`src/rtl/core/assert_macros.svh`:
```
// Assertion helpers shared by the RTL. Synthesis builds see empty bodies.
`ifndef ASSERT_MACROS_SVH
`define ASSERT_MACROS_SVH

`ifndef SYNTHESIS
// Property checked on every rising clock edge outside reset.
`define SRWO_ASSERT(lbl, prop, msg) \
  lbl: assert property (@(posedge clk_i) disable iff (!rst_ni) (prop)) else $error(msg);
// Condition that must never hold outside reset.
`define SRWO_ASSERT_NEVER(lbl, cond, msg) \
  `SRWO_ASSERT(lbl, !(cond), msg)
`else
`define SRWO_ASSERT(lbl, prop, msg)
`define SRWO_ASSERT_NEVER(lbl, cond, msg)
`endif

`endif

```
`src/rtl/core/srwo_pkg.sv`:
```
`default_nettype none

package srwo_pkg;

  localparam int unsigned SrwoQueueDepth = 4;

  localparam logic [15:0] AddrGain0    = 16'h8882;
  localparam logic [15:0] AddrGain1    = 16'h8884;
  localparam logic [15:0] AddrGain2    = 16'h8886;
  localparam logic [15:0] AddrGain3    = 16'h8888;
  localparam logic [15:0] AddrPreampLo = 16'h0008;
  localparam logic [15:0] AddrPreampHi = 16'h000B;
  localparam logic [15:0] AddrFe       = 16'h00FE;
  localparam logic [15:0] AddrBlackRef = 16'h8880;
  localparam logic [15:0] AddrTopOb    = 16'h82F3;

  localparam logic [3:0] CsMain  = 4'd2;
  localparam logic [3:0] CsAlt   = 4'd4;
  localparam logic [3:0] CsBlack = 4'd6;

  localparam int unsigned CfgIdxWidth  = 3;
  localparam int unsigned CfgDataWidth = 14;

  typedef enum logic [CfgIdxWidth-1:0] {
    CFG_ENABLE     = 3'd0,
    CFG_GAIN       = 3'd1,
    CFG_PREAMP     = 3'd2,
    CFG_FE         = 3'd3,
    CFG_BLACK_REF  = 3'd4,
    CFG_TOP_OB     = 3'd5
  } cfg_idx_e;

  typedef enum logic [2:0] {
    RULE_NONE,
    RULE_GAIN,
    RULE_PREAMP,
    RULE_FE,
    RULE_BLACK_REF,
    RULE_TOP_OB
  } rule_e;

  typedef struct packed {
    logic [3:0]  chip_select;
    logic [15:0] reg_addr;
    logic [15:0] reg_value;
  } srwo_in_t;

  typedef struct packed {
    logic [15:0] out_addr;
    logic [15:0] out_value;
    logic [15:0] seen_gain;
    logic [15:0] seen_preamp;
    logic [15:0] seen_fe;
    logic [15:0] seen_black_ref;
    logic [15:0] seen_top_ob;
  } srwo_out_t;

  typedef struct packed {
    logic               enable;
    logic [12:0]        gain_override;
    logic signed [9:0]  preamp_target;
    logic signed [3:0]  fe_override;
    logic [13:0]        black_ref_override;
    logic signed [11:0] top_ob_override;
  } srwo_cfg_t;

  // One classified write as it waits between front and back.
  typedef struct packed {
    rule_e       rule;
    logic        cap;      // capture the incoming value into the rule's default
    logic        repl_en;  // replacement or adjustment is active
    logic [15:0] repl;     // replacement value, or preamp target
    logic [15:0] aux;      // Gray-decoded value for the top OB rule
    logic [15:0] addr;
    logic [15:0] value;
  } srwo_op_t;

  function automatic logic [15:0] gray_decode16(input logic [15:0] g);
    logic [15:0] v;
    for (int i = 0; i < 16; i++) begin
      v[i] = ^(g >> i);
    end
    return v;
  endfunction

  function automatic logic [15:0] gray_encode12(input logic [11:0] x);
    return {4'b0, x ^ (x >> 1)};
  endfunction

endpackage

`default_nettype wire

```
`src/rtl/core/srwo_front.sv`:
```
`default_nettype none

module srwo_front (
  input  srwo_pkg::srwo_cfg_t cfg_i,
  input  srwo_pkg::srwo_in_t  in_i,
  output srwo_pkg::srwo_op_t  op_o
);
  import srwo_pkg::*;

  logic cs24;

  assign cs24 = (in_i.chip_select == CsMain) || (in_i.chip_select == CsAlt);

  always_comb begin
    op_o         = '0;
    op_o.rule    = RULE_NONE;
    op_o.addr    = in_i.reg_addr;
    op_o.value   = in_i.reg_value;
    op_o.aux     = gray_decode16(in_i.reg_value);
    if (cfg_i.enable) begin
      if ((in_i.reg_addr inside {AddrGain0, AddrGain1, AddrGain2, AddrGain3}) && cs24) begin
        op_o.rule    = RULE_GAIN;
        op_o.cap     = (in_i.reg_addr == AddrGain0) && (in_i.chip_select == CsMain);
        op_o.repl_en = (cfg_i.gain_override != '0);
        op_o.repl    = {3'b0, cfg_i.gain_override};
      end else if ((in_i.reg_addr inside {[AddrPreampLo:AddrPreampHi]}) && cs24) begin
        op_o.rule    = RULE_PREAMP;
        op_o.cap     = (in_i.reg_addr == AddrPreampLo) && (in_i.chip_select == CsMain);
        op_o.repl_en = !cfg_i.preamp_target[9];
        op_o.repl    = {6'b0, cfg_i.preamp_target};
      end else if ((in_i.reg_addr == AddrFe) && cs24) begin
        op_o.rule    = RULE_FE;
        op_o.cap     = (in_i.chip_select == CsMain);
        op_o.repl_en = !cfg_i.fe_override[3];
        op_o.repl    = {12'b0, cfg_i.fe_override};
      end else if ((in_i.reg_addr == AddrBlackRef) && (in_i.chip_select == CsBlack)) begin
        // Capture of the first nonzero default is decided in the back end,
        // which owns the captured value.
        op_o.rule    = RULE_BLACK_REF;
        op_o.repl_en = (cfg_i.black_ref_override != '0);
        op_o.repl    = {2'b0, cfg_i.black_ref_override};
      end else if (in_i.reg_addr == AddrTopOb) begin
        op_o.rule    = RULE_TOP_OB;
        op_o.cap     = 1'b1;
        op_o.repl_en = !cfg_i.top_ob_override[11];
        op_o.repl    = gray_encode12(cfg_i.top_ob_override);
      end
    end
  end

endmodule

`default_nettype wire

```
`src/rtl/core/srwo_queue.sv`:
```
`default_nettype none

`include "assert_macros.svh"

module srwo_queue #(
  parameter int unsigned Depth = srwo_pkg::SrwoQueueDepth
) (
  input  logic               clk_i,
  input  logic               rst_ni,
  input  logic               push_i,
  input  srwo_pkg::srwo_op_t push_data_i,
  output logic               full_o,
  input  logic               pop_i,
  output logic               valid_o,
  output srwo_pkg::srwo_op_t pop_data_o
);
  import srwo_pkg::*;

  localparam int unsigned PtrWidth = (Depth > 1) ? $clog2(Depth) : 1;
  localparam int unsigned CntWidth = $clog2(Depth + 1);
  localparam logic [PtrWidth-1:0] LastPtr = PtrWidth'(Depth - 1);

  srwo_op_t            mem_q [Depth];
  logic [PtrWidth-1:0] wr_ptr_q, wr_ptr_d;
  logic [PtrWidth-1:0] rd_ptr_q, rd_ptr_d;
  logic [CntWidth-1:0] count_q, count_d;

  assign full_o     = (count_q == CntWidth'(Depth));
  assign valid_o    = (count_q != '0);
  assign pop_data_o = mem_q[rd_ptr_q];

  always_comb begin
    wr_ptr_d = wr_ptr_q;
    rd_ptr_d = rd_ptr_q;
    count_d  = count_q;
    if (push_i) begin
      wr_ptr_d = (wr_ptr_q == LastPtr) ? '0 : wr_ptr_q + 1'b1;
    end
    if (pop_i) begin
      rd_ptr_d = (rd_ptr_q == LastPtr) ? '0 : rd_ptr_q + 1'b1;
    end
    if (push_i && !pop_i) begin
      count_d = count_q + 1'b1;
    end else if (pop_i && !push_i) begin
      count_d = count_q - 1'b1;
    end
  end

  always_ff @(posedge clk_i or negedge rst_ni) begin
    if (!rst_ni) begin
      wr_ptr_q <= '0;
      rd_ptr_q <= '0;
      count_q  <= '0;
    end else begin
      wr_ptr_q <= wr_ptr_d;
      rd_ptr_q <= rd_ptr_d;
      count_q  <= count_d;
    end
  end

  always_ff @(posedge clk_i) begin
    if (push_i) begin
      mem_q[wr_ptr_q] <= push_data_i;
    end
  end

  `SRWO_ASSERT_NEVER(a_no_overflow, push_i && full_o && !pop_i, "queue push while full")
  `SRWO_ASSERT_NEVER(a_no_underflow, pop_i && !valid_o, "queue pop while empty")
  `SRWO_ASSERT(a_count_track, 1'b1 |=> (count_q == $past(count_q) + CntWidth'($past(push_i)) - CntWidth'($past(pop_i))), "queue count lost track")

endmodule

`default_nettype wire

```
`src/rtl/core/srwo_back.sv`:
```
`default_nettype none

`include "assert_macros.svh"

module srwo_back (
  input  logic                clk_i,
  input  logic                rst_ni,
  input  logic                op_valid_i,
  input  srwo_pkg::srwo_op_t  op_i,
  output logic                op_pop_o,
  output logic                out_valid_o,
  input  logic                out_ready_i,
  output srwo_pkg::srwo_out_t out_o
);
  import srwo_pkg::*;

  logic [15:0] gain_q, gain_d;
  logic [15:0] preamp_q, preamp_d;
  logic [15:0] fe_q, fe_d;
  logic [15:0] black_q, black_d;
  logic [15:0] top_ob_q, top_ob_d;
  logic [15:0] value;
  logic        out_valid_q;
  srwo_out_t   out_q;

  assign op_pop_o    = op_valid_i && (!out_valid_q || out_ready_i);
  assign out_valid_o = out_valid_q;
  assign out_o       = out_q;

  always_comb begin
    gain_d   = gain_q;
    preamp_d = preamp_q;
    fe_d     = fe_q;
    black_d  = black_q;
    top_ob_d = top_ob_q;
    value    = op_i.repl_en ? op_i.repl : op_i.value;
    case (op_i.rule)
      RULE_NONE: begin
        value = op_i.value;
      end
      RULE_GAIN: begin
        if (op_i.cap) gain_d = op_i.value;
      end
      RULE_PREAMP: begin
        if (op_i.cap) preamp_d = op_i.value;
        // Shift by the distance between target and the captured default.
        value = op_i.repl_en ? (op_i.value + op_i.repl - preamp_d) : op_i.value;
      end
      RULE_FE: begin
        if (op_i.cap) fe_d = op_i.value;
      end
      RULE_BLACK_REF: begin
        if (black_q == '0) black_d = op_i.value;
      end
      RULE_TOP_OB: begin
        top_ob_d = op_i.aux;
      end
      default: begin
        value = op_i.value;
      end
    endcase
  end

  always_ff @(posedge clk_i or negedge rst_ni) begin
    if (!rst_ni) begin
      gain_q      <= '0;
      preamp_q    <= '0;
      fe_q        <= '0;
      black_q     <= '0;
      top_ob_q    <= '0;
      out_valid_q <= 1'b0;
    end else begin
      if (op_pop_o) begin
        gain_q   <= gain_d;
        preamp_q <= preamp_d;
        fe_q     <= fe_d;
        black_q  <= black_d;
        top_ob_q <= top_ob_d;
      end
      if (op_pop_o) begin
        out_valid_q <= 1'b1;
      end else if (out_ready_i) begin
        out_valid_q <= 1'b0;
      end
    end
  end

  always_ff @(posedge clk_i) begin
    if (op_pop_o) begin
      out_q.out_addr       <= op_i.addr;
      out_q.out_value      <= value;
      out_q.seen_gain      <= gain_d;
      out_q.seen_preamp    <= preamp_d;
      out_q.seen_fe        <= fe_d;
      out_q.seen_black_ref <= black_d;
      out_q.seen_top_ob    <= top_ob_d;
    end
  end

  `SRWO_ASSERT(a_pop_fills_out, op_pop_o |=> out_valid_q, "popped write did not reach the output")
  `SRWO_ASSERT(a_black_sticky, (black_q != '0) |=> (black_q == $past(black_q)), "black reference default changed after capture")
  `SRWO_ASSERT(a_out_hold, (out_valid_q && !out_ready_i) |=> (out_valid_q && $stable(out_q)), "waiting result changed or dropped")

endmodule

`default_nettype wire

```
`src/rtl/core/sensor_reg_write_override_unit.sv`:
```
// Sensor register write filter. Each beat on the input channel is one register write
// (chip select, address, value); each beat on the output channel is its result: the
// address unchanged, the value after any override or adjustment, and the five captured
// defaults as they stand after that write. While enabled, the block rewrites the fine
// gain registers, shifts the preamp registers by target minus captured default, replaces
// register 0xFE, the black reference on select 6 and the Gray-coded top optical black
// size; everything else, including the terminator, passes unchanged. The block takes one
// beat per clock cycle and returns one result per cycle while its queue has room and the
// output is taken. An accepted write is first written into the queue; the back end then
// loads the output register from the queue head once that register is free or being
// taken. The queue of Depth entries between front and back absorbs a stalled output;
// input ready drops only when that queue is full. Configuration registers are written
// through the plain write port and must only change while the block is idle.
`default_nettype none

module sensor_reg_write_override_unit #(
  parameter int unsigned Depth = srwo_pkg::SrwoQueueDepth
) (
  input  logic                                 clk_i,
  input  logic                                 rst_ni,
  input  logic                                 cfg_we_i,
  input  logic [srwo_pkg::CfgIdxWidth-1:0]     cfg_idx_i,
  input  logic [srwo_pkg::CfgDataWidth-1:0]    cfg_wdata_i,
  input  logic                                 in_valid_i,
  output logic                                 in_ready_o,
  input  srwo_pkg::srwo_in_t                   in_i,
  output logic                                 out_valid_o,
  input  logic                                 out_ready_i,
  output srwo_pkg::srwo_out_t                  out_o
);
  import srwo_pkg::*;

  srwo_cfg_t cfg_q;
  srwo_op_t  front_op;
  srwo_op_t  head_op;
  logic      queue_full;
  logic      queue_valid;
  logic      queue_pop;
  logic      push;

  // Configuration register file. Indexes past the list are ignored.
  always_ff @(posedge clk_i or negedge rst_ni) begin
    if (!rst_ni) begin
      cfg_q.enable             <= 1'b0;
      cfg_q.gain_override      <= '0;
      cfg_q.preamp_target      <= '1;
      cfg_q.fe_override        <= '1;
      cfg_q.black_ref_override <= '0;
      cfg_q.top_ob_override    <= '1;
    end else if (cfg_we_i) begin
      case (cfg_idx_i)
        CFG_ENABLE:    cfg_q.enable             <= cfg_wdata_i[0];
        CFG_GAIN:      cfg_q.gain_override      <= cfg_wdata_i[12:0];
        CFG_PREAMP:    cfg_q.preamp_target      <= cfg_wdata_i[9:0];
        CFG_FE:        cfg_q.fe_override        <= cfg_wdata_i[3:0];
        CFG_BLACK_REF: cfg_q.black_ref_override <= cfg_wdata_i[13:0];
        CFG_TOP_OB:    cfg_q.top_ob_override    <= cfg_wdata_i[11:0];
        default: begin
        end
      endcase
    end
  end

  // The front end classifies each accepted beat in the cycle it arrives.
  assign in_ready_o = !queue_full;
  assign push       = in_valid_i && in_ready_o;

  srwo_front u_front (
    .cfg_i (cfg_q),
    .in_i  (in_i),
    .op_o  (front_op)
  );

  // Classified writes wait here; the back end drains them in order.
  srwo_queue #(
    .Depth (Depth)
  ) u_queue (
    .clk_i       (clk_i),
    .rst_ni      (rst_ni),
    .push_i      (push),
    .push_data_i (front_op),
    .full_o      (queue_full),
    .pop_i       (queue_pop),
    .valid_o     (queue_valid),
    .pop_data_o  (head_op)
  );

  // The back end owns the captured defaults and the output register.
  srwo_back u_back (
    .clk_i       (clk_i),
    .rst_ni      (rst_ni),
    .op_valid_i  (queue_valid),
    .op_i        (head_op),
    .op_pop_o    (queue_pop),
    .out_valid_o (out_valid_o),
    .out_ready_i (out_ready_i),
    .out_o       (out_o)
  );

endmodule

`default_nettype wire

```
`config.mk`:
```
export PLATFORM = sky130hd
export DESIGN_NAME = sensor_reg_write_override_unit
export DESIGN_NICKNAME = d
export VERILOG_FILES = /design/src/rtl/core/srwo_pkg.sv /design/src/rtl/core/srwo_front.sv /design/src/rtl/core/srwo_queue.sv /design/src/rtl/core/srwo_back.sv /design/src/rtl/core/sensor_reg_write_override_unit.sv
export VERILOG_INCLUDE_DIRS = /design/src /design/src/rtl/core
export SDC_FILE = /design/constraint.sdc
export NUM_CORES = 1
export LEC_CHECK = 0
export CORE_MARGIN = 2
export CORE_UTILIZATION = 50
export DETAILED_ROUTE_END_ITERATION = 8
export DONT_BUFFER_PORTS = 1
export GPL_ROUTABILITY_DRIVEN = 0
export SYNTH_ARGS = -nofsm -noshare
export SYNTH_HDL_FRONTEND = slang
export SYNTH_SLANG_ARGS = --single-unit
```
`constraint.sdc`:
```
create_clock -name clk_i -period 9.05 [get_ports clk_i]
set_input_delay 0.4525 -clock clk_i [delete_from_list [all_inputs] [get_ports clk_i]]
set_output_delay 0.4525 -clock clk_i [all_outputs]
set_load 0.005 [all_outputs]
```
==> results of run 1 <==
==> worst min path at each step <==
stage / cells after the start / endpoint / slack, ns
finish: 2 / cfg_q[53] / 0.12
global route: 1 / u_queue.mem_q[3][44] / 0.10
CTS: 1 / u_queue.mem_q[1][44] / 0.09
detailed placement: 0 / u_back.fe_q[12] / 0.16
global placement: 0 / u_back.fe_q[12] / 0.16
floorplan: 0 / cfg_q[12] / 0.16
==> report_power, final <==
part | switching [uW] | leakage, uW | total [uW] | internal [uW]
clock | 893 | 0.000895 | 2260 | 1360
sequential | 427 | 0.00524 | 3970 | 3540
combinational | 2090 | 0.00324 | 3670 | 1580
total | 3410 | 0.00937 | 9900 | 6490
==> sequential cells by signal, summed over array words and instances (netlist names) <==
register,flops
u_back.out_valid_o,1
u_back.gain_q,16
u_back.fe_q,16
cfg_q,54
u_queue.mem_q,264
u_back.top_ob_q,16
u_back.out_o,112
u_back.black_q,16
u_queue.rd_ptr_q,2
u_queue.count_q,3
u_back.preamp_q,16
u_queue.wr_ptr_q,2
==> stage by stage <==
| step | instances | setup WS, ns | hold slack (ns) | total power [uW] | util |
|---|---|---|---|---|---|
| 2_1_floorplan | 1297 | 4.15 | 0.157 | 6680 | - |
| 3_3_place_gp | 1852 | 3.90 | 0.163 | 7630 | 0.522 |
| 3_5_place_dp | 1852 | 3.90 | 0.163 | 7670 | 0.522 |
| 4_1_cts | 2000 | 3.89 | 0.0898 | 10000 | 0.576 |
| 5_1_grt | 2000 | 3.52 | 0.102 | 10600 | 0.576 |
| 6_report | 2000 | 4.01 | 0.123 | 9900 | 0.576 |
==> repair_timing <==
item / in CTS / in global routing
endpoints found under the setup margin: 0 / 0
hold endpoints to repair: 324 / 0
hold buffers: 48 / 0
==> critical path, delay by kind of cell (launching register included) <==
| family | cells | cell delay, ns |
|---|---|---|
| xor gates and xnor gates | 1 | 0.17 |
| adders and majority gates | 2 | 0.77 |
| AOI/OAI and AO/OA | 7 | 1.60 |
| buffers and inverters | 2 | 0.14 |
| muxes | 2 | 1.17 |
| DFF | 1 | 0.90 |
==> logic make-up after synthesis <==
logic type / synth area share
AO/OA/AOI/OAI: 0.0514
XOR/XNOR: 0.0263
adder cells (fa/ha/maj): 0.0271
buffers and inverters: 0.0233
flip-flops: 0.685
multiplexers: 0.150
AND/OR/NAND/NOR: 0.0368
==> cells in the final DEF, fill, tap and decap left out, types with 5 or more instances in the layout <==
| master | instances |
|---|---|
| dlygate4sd3_1 | 47 |
| nand2_1 | 57 |
| buf_4 | 18 |
| ha_1 | 23 |
| inv_1 | 81 |
| clkbuf_1 | 11 |
| clkinv_2 | 9 |
| fa_1 | 15 |
| mux2_2 | 142 |
| a21oi_1 | 29 |
| mux4_2 | 66 |
| mux2i_1 | 17 |
| a21o_1 | 40 |
| a22oi_1 | 15 |
| nand3_1 | 6 |
| a222oi_1 | 10 |
| nor2b_1 | 8 |
| nand4_1 | 8 |
| and3_1 | 6 |
| xor2_1 | 30 |
| dfstp_2 | 26 |
| clkbuf_16 | 55 |
| clkinv_1 | 8 |
| nor3_1 | 5 |
| xnor2_1 | 15 |
| edfxtp_1 | 376 |
| dfrtp_1 | 114 |
| nor2_1 | 40 |
| a21boi_0 | 10 |
| o21ai_0 | 45 |
| bufinv_16 | 8 |
| nor4_1 | 11 |
==> final cells by class <==
class	instances	area [um^2]	area share
flip-flops and latches	518	14900	0.601
multi-input cells	649	6360	0.257
clock buffers	69	1460	0.0590
well taps	585	732	0.0296
repair buffers	66	633	0.0256
clock inverters	31	364	0.0147
inverters	82	313	0.0126
==> routing by layer <==
layer / part of all wire / up-vias
met4: 0.020 / 0
met2: 0.47 / 241
li1: - / 5090
met5: 0 / -
met1: 0.47 / 5770
met3: 0.040 / 58
==> impl_metrics.yaml, run 1 <==
die:
  die-area_um2: 45100
  die_x_um: 212
  start_util: 0.505
  rows: 76
  io_pins: 172
  fp.dieH_um: 212
  coreArea_um2: 43000
synth:
  synthFlopType: "edfxtp_1"
  synthTopCellsByArea: "edfxtp_1 52%, dfrtp_1 13%, mux2_2 7.4%, mux4_2 6.8%, dfstp_2 3.1%"
  netlist-cell-type-count: 53
  syn_area_per_cell_um2: 16.7
  syn_area_um2: 21700
  syn_nets: 1393
  synth_top_area_share: 0.520
  yosys_warnings: 0
  async_flop_share: 0.274
  yosys_register_bits: 518
  yosysMostFrequentCell: "edfxtp_1"
  yosysTopAreaCell: "edfxtp_1"
  synthCells: 1297
  synth_edf_count: 376
  synth_common_cells: "376 x edfxtp_1, 142 x mux2_2, 116 x dfrtp_1, 81 x inv_1, 66 x mux4_2"
  yosysSeqAreaShare: 0.685
clock_network:
  cts_tree: "yes"
  cts.sinks: 518
  path_clk_slew_ns: 0.06
  cts_setup_buffers: 0
  cts_root_buffer: "clkbuf_16"
  clock_latency_ns: 0.60
  max-clock-path-buffers: 3
  numCtsBuffers: 53
  htreeDepth: 2
  post_cts_resized: 0
detailed_routing:
  wl_per_cell_um: 22.9
  vias_per_cell: 5.58
  drt_iter0_drc: 964
  antenna_left: 0
  dr.pass1.iters: 7
  via_count: 11200
  drc_errors: 0
  routed_wl_um: 45700
sta:
  relSlewSlack: 0.233
  finalCritPeriodShare: 0.557
  worst_pin_slew_ns: 1.14
  min_period_ns: 5.04
  fin_setup_tns_ns: 0
  slew_violations: 0
  hold_viol: 0
  grt_setup_unrepaired: "no"
  skew_ns: 0.0231
  setup_viol: 0
  max_freq_ghz: 0.198
power_and_ir_drop:
  power_density_nw_per_um2: 400
  ir_drop_mv: 0.195
  p_leak_uw: 0.00937
critical_path:
  crit_path_end: "u_back.out_o[93]"
  ff2ff_path_depth: 14
  cp_slowest_cell: "dfrtp_4"
  crit_fanout: 37
  path_class: "reg -> reg"
  cp_cell_sequence: "mux4_2 -> mux2i_1 -> inv_1 -> fa_1 -> inv_1 -> ha_1 -> a21o_1 -> a21oi_1 -> o21ai_0 -> a31oi_1 -> o221ai_1 -> o41ai_1 -> xor2_1 -> o21ai_0"
  endpoint_kind: "flop"
  slowest_delay_ns: 0.90
  rr_endpoint: "u_back.out_o[93]"
  arrival_ns: 5.36
  timing.rr.start: "u_queue.rd_ptr_q[0]"
  critPathLaunchType: "flop"
  worstPathRequired_ns: 9.37
  r2r_setup_slack_ns: 4.01
  setup.worst_path.start: "u_queue.rd_ptr_q[0]"
final_layout:
  final_area_um2: 24700
  nets: 1466
  drive_gt1_frac: 0.250
  diodes: 0
  syn2layout_area_growth_pct: 14.0
  fill_cells: 3365
placement:
  placed_cell_area_um2: 22400
  io_buffers: 0
  dp_hpwl_um: 28800
min_path:
  hp-start: "cfg_idx_i[1]"
  min_path_type: "in -> reg"
outcome:
  outcome: "finished clean"
global_routing:
  grt.overflow.total: 0
  grtUsageMet1: 0.310
  gr-max-usage-layer: "met2"
  grt_max_degree: 143
  use_met3: 0.0360
  use_met2: 0.323
  groute.usage.overall: 0.209
  grt_pass1_vias: 11300
  antenna_found_initial: 0
  grt_pass1_wl_um: 70300
flow_run:
  cap_viol_max_count: 0
No activity file was read; power rests on OpenSTA's default activity.
==> run 2, diff against run 1 <==
--- a/config.mk
+++ b/config.mk
@@ -11,6 +11,7 @@
 export DETAILED_ROUTE_END_ITERATION = 8
 export DONT_BUFFER_PORTS = 1
 export GPL_ROUTABILITY_DRIVEN = 0
+export PLACE_DENSITY = 0.68
 export SYNTH_ARGS = -nofsm -noshare
 export SYNTH_HDL_FRONTEND = slang
 export SYNTH_SLANG_ARGS = --single-unit
==> constraint.sdc (replaced) <==
create_clock -name clk_i -period 4.5 [get_ports clk_i]
set_input_delay 0.225 -clock clk_i [delete_from_list [all_inputs] [get_ports clk_i]]
set_output_delay 0.225 -clock clk_i [all_outputs]
set_load 0.005 [all_outputs]
==> run 2 against run 1 <==
Net effect:
- count of clock-buffer cells in the layout stayed put
- core utilization up 0.082 points
- clock skew shrank 0.0089 ns
- global-route usage is 0.10 points lower
- first-iteration DRC count rose by 1.9%
- die area stayed put
- routed wire length up 0.23%
==> impl_metrics.yaml, run 2 (synthesis gave the netlist of run 1 again) <==
clock_network:
  cts_tree: "yes"
  cts_root_buffer: "clkbuf_16"
  path_clk_slew_ns: 0.06
  max-clock-path-buffers: 3
  numCtsBuffers: 52
  htreeDepth: 2
  cts_setup_buffers: 0
  clock_latency_ns: 0.60
  cts.sinks: 518
final_layout:
  diodes: 0
  largest_register_ffs: 264
  final_cells: 2023
  nets: 1490
  fill_cells: 3300
  final_common_cell: "edfxtp_1"
  final_area_um2: 24800
  top_register: "u_queue.mem_q"
  drive_gt1_frac: 0.261
  layout_common_cells: "376 x edfxtp_1, 142 x mux2_2, 114 x dfrtp_1"
  syn2layout_area_growth_pct: 14.1
die:
  rows: 76
  die_x_um: 212
  start_util: 0.505
  coreArea_um2: 43000
  die-area_um2: 45100
  fp.dieH_um: 212
  io_pins: 172
sta:
  slew_violations: 0
  setup_viol: 0
  setup_ws_ns: 0.177
  min_period_ns: 4.32
  fin_setup_tns_ns: 0
  relSlewSlack: 0.203
  worst_pin_slew_ns: 1.19
  max_freq_ghz: 0.231
  skew_ns: 0.0142
  whs_ns: 0.0358
  hold_viol: 0
  finalCritPeriodShare: 0.961
min_path:
  hold_end: "u_queue.mem_q[3][45]"
  min_path_type: "in -> reg"
  hp-start: "in_i[14]"
  hold_path_depth: 1
power_and_ir_drop:
  ir_drop_mv: 0.390
  p_leak_uw: 0.00939
  power_density_nw_per_um2: 801
critical_path:
  ff2ff_path_depth: 14
  timing.rr.start: "u_queue.rd_ptr_q[0]"
  endpoint_kind: "flop"
  critPathLaunchType: "flop"
  rr_endpoint: "u_back.out_o[93]"
  arrival_ns: 4.65
  worstPathRequired_ns: 4.82
  path_class: "reg -> reg"
  r2r_setup_slack_ns: 0.18
  crit_fanout: 16
outcome:
  outcome: "finished clean"
detailed_routing:
  wl_per_cell_um: 22.7
  antenna_left: 0
  dr.pass1.iters: 5
  routed_wl_um: 45800
  vias_per_cell: 5.63
  drc_errors: 0
  drt_iter0_drc: 982
  via_count: 11400
placement:
  dp_slack_ns: 0.0477
  placed_cell_area_um2: 22600
  dp_hpwl_um: 29800
  dp_cells: 1873
  io_buffers: 0
global_routing:
  groute.usage.overall: 0.208
  grt.overflow.total: 0
  antenna_found_initial: 1
  grt_pass1_vias: 11400
  grt_pass1_wl_um: 70100
  grt_max_degree: 143
flow_run:
  cap_viol_max_count: 0
-- run 2: power breakdown --
group	switching, uW	internal [uW]
logic	4520	3360
clock network	1820	2280
registers	763	7110
-- run 2: repair_timing --
action,in CTS,in global routing
endpoints found under the setup margin,0,4
hold buffers,52,0
hold endpoints to repair,359,0
resized for setup,0,6
-- run 2: metal layers --
layer,share of wire,global-route usage,up-vias
li1,-,-,5119
met1,0.46,0.304,5850
met2,0.47,0.321,352
met3,0.056,0.0451,58
met4,0.019,0.0535,2
met5,0.00028,0,-
-- run 2: per-stage QoR --
step | total power, uW | utilization
floorplan | 13400 | -
global placement | 15400 | 0.526
detailed placement | 15600 | 0.526
CTS | 19900 | 0.576
global route | 21100 | 0.577
finish | 19900 | 0.577
-- run 2: layout make-up --
cell class	count	area, um^2	share of cell area
sequential	518	14900	0.601
timing repair buffer	91	851	0.0343
multi-input combinational	649	6380	0.258
inverter	82	313	0.0126
tap	585	732	0.0295
clock buffer	69	1410	0.0567
clock inverter	29	215	0.00869
-- run 2: worst max-delay path: stages (launching register included) --
cell and delay [ns]:
dfrtp_4 0.51, mux4_2 0.60, buf_4 0.26, mux2i_1 0.23, inv_1 0.09, fa_1 0.50, inv_1 0.05, ha_1 0.30
a21oi_1 0.14, o21ai_0 0.16, a31oi_2 0.33, o221ai_1 0.29, o41ai_2 0.34, xor2_1 0.17, o21ai_0 0.09
-- run 2: how the worst max path moves through the flow --
| stage | startpoint | cells after the start | end |
|---|---|---|---|
| CTS | u_queue.rd_ptr_q[0] | 13 | u_back.out_o[93] |
| detailed placement | u_queue.rd_ptr_q[0] | 13 | u_back.out_o[93] |
| floorplan | u_queue.rd_ptr_q[0] | 17 | u_back.out_o[94] |
| finish | u_queue.rd_ptr_q[0] | 14 | u_back.out_o[93] |
| global route | u_queue.rd_ptr_q[0] | 14 | u_back.out_o[93] |
| global placement | u_queue.rd_ptr_q[0] | 14 | u_back.out_o[93] |
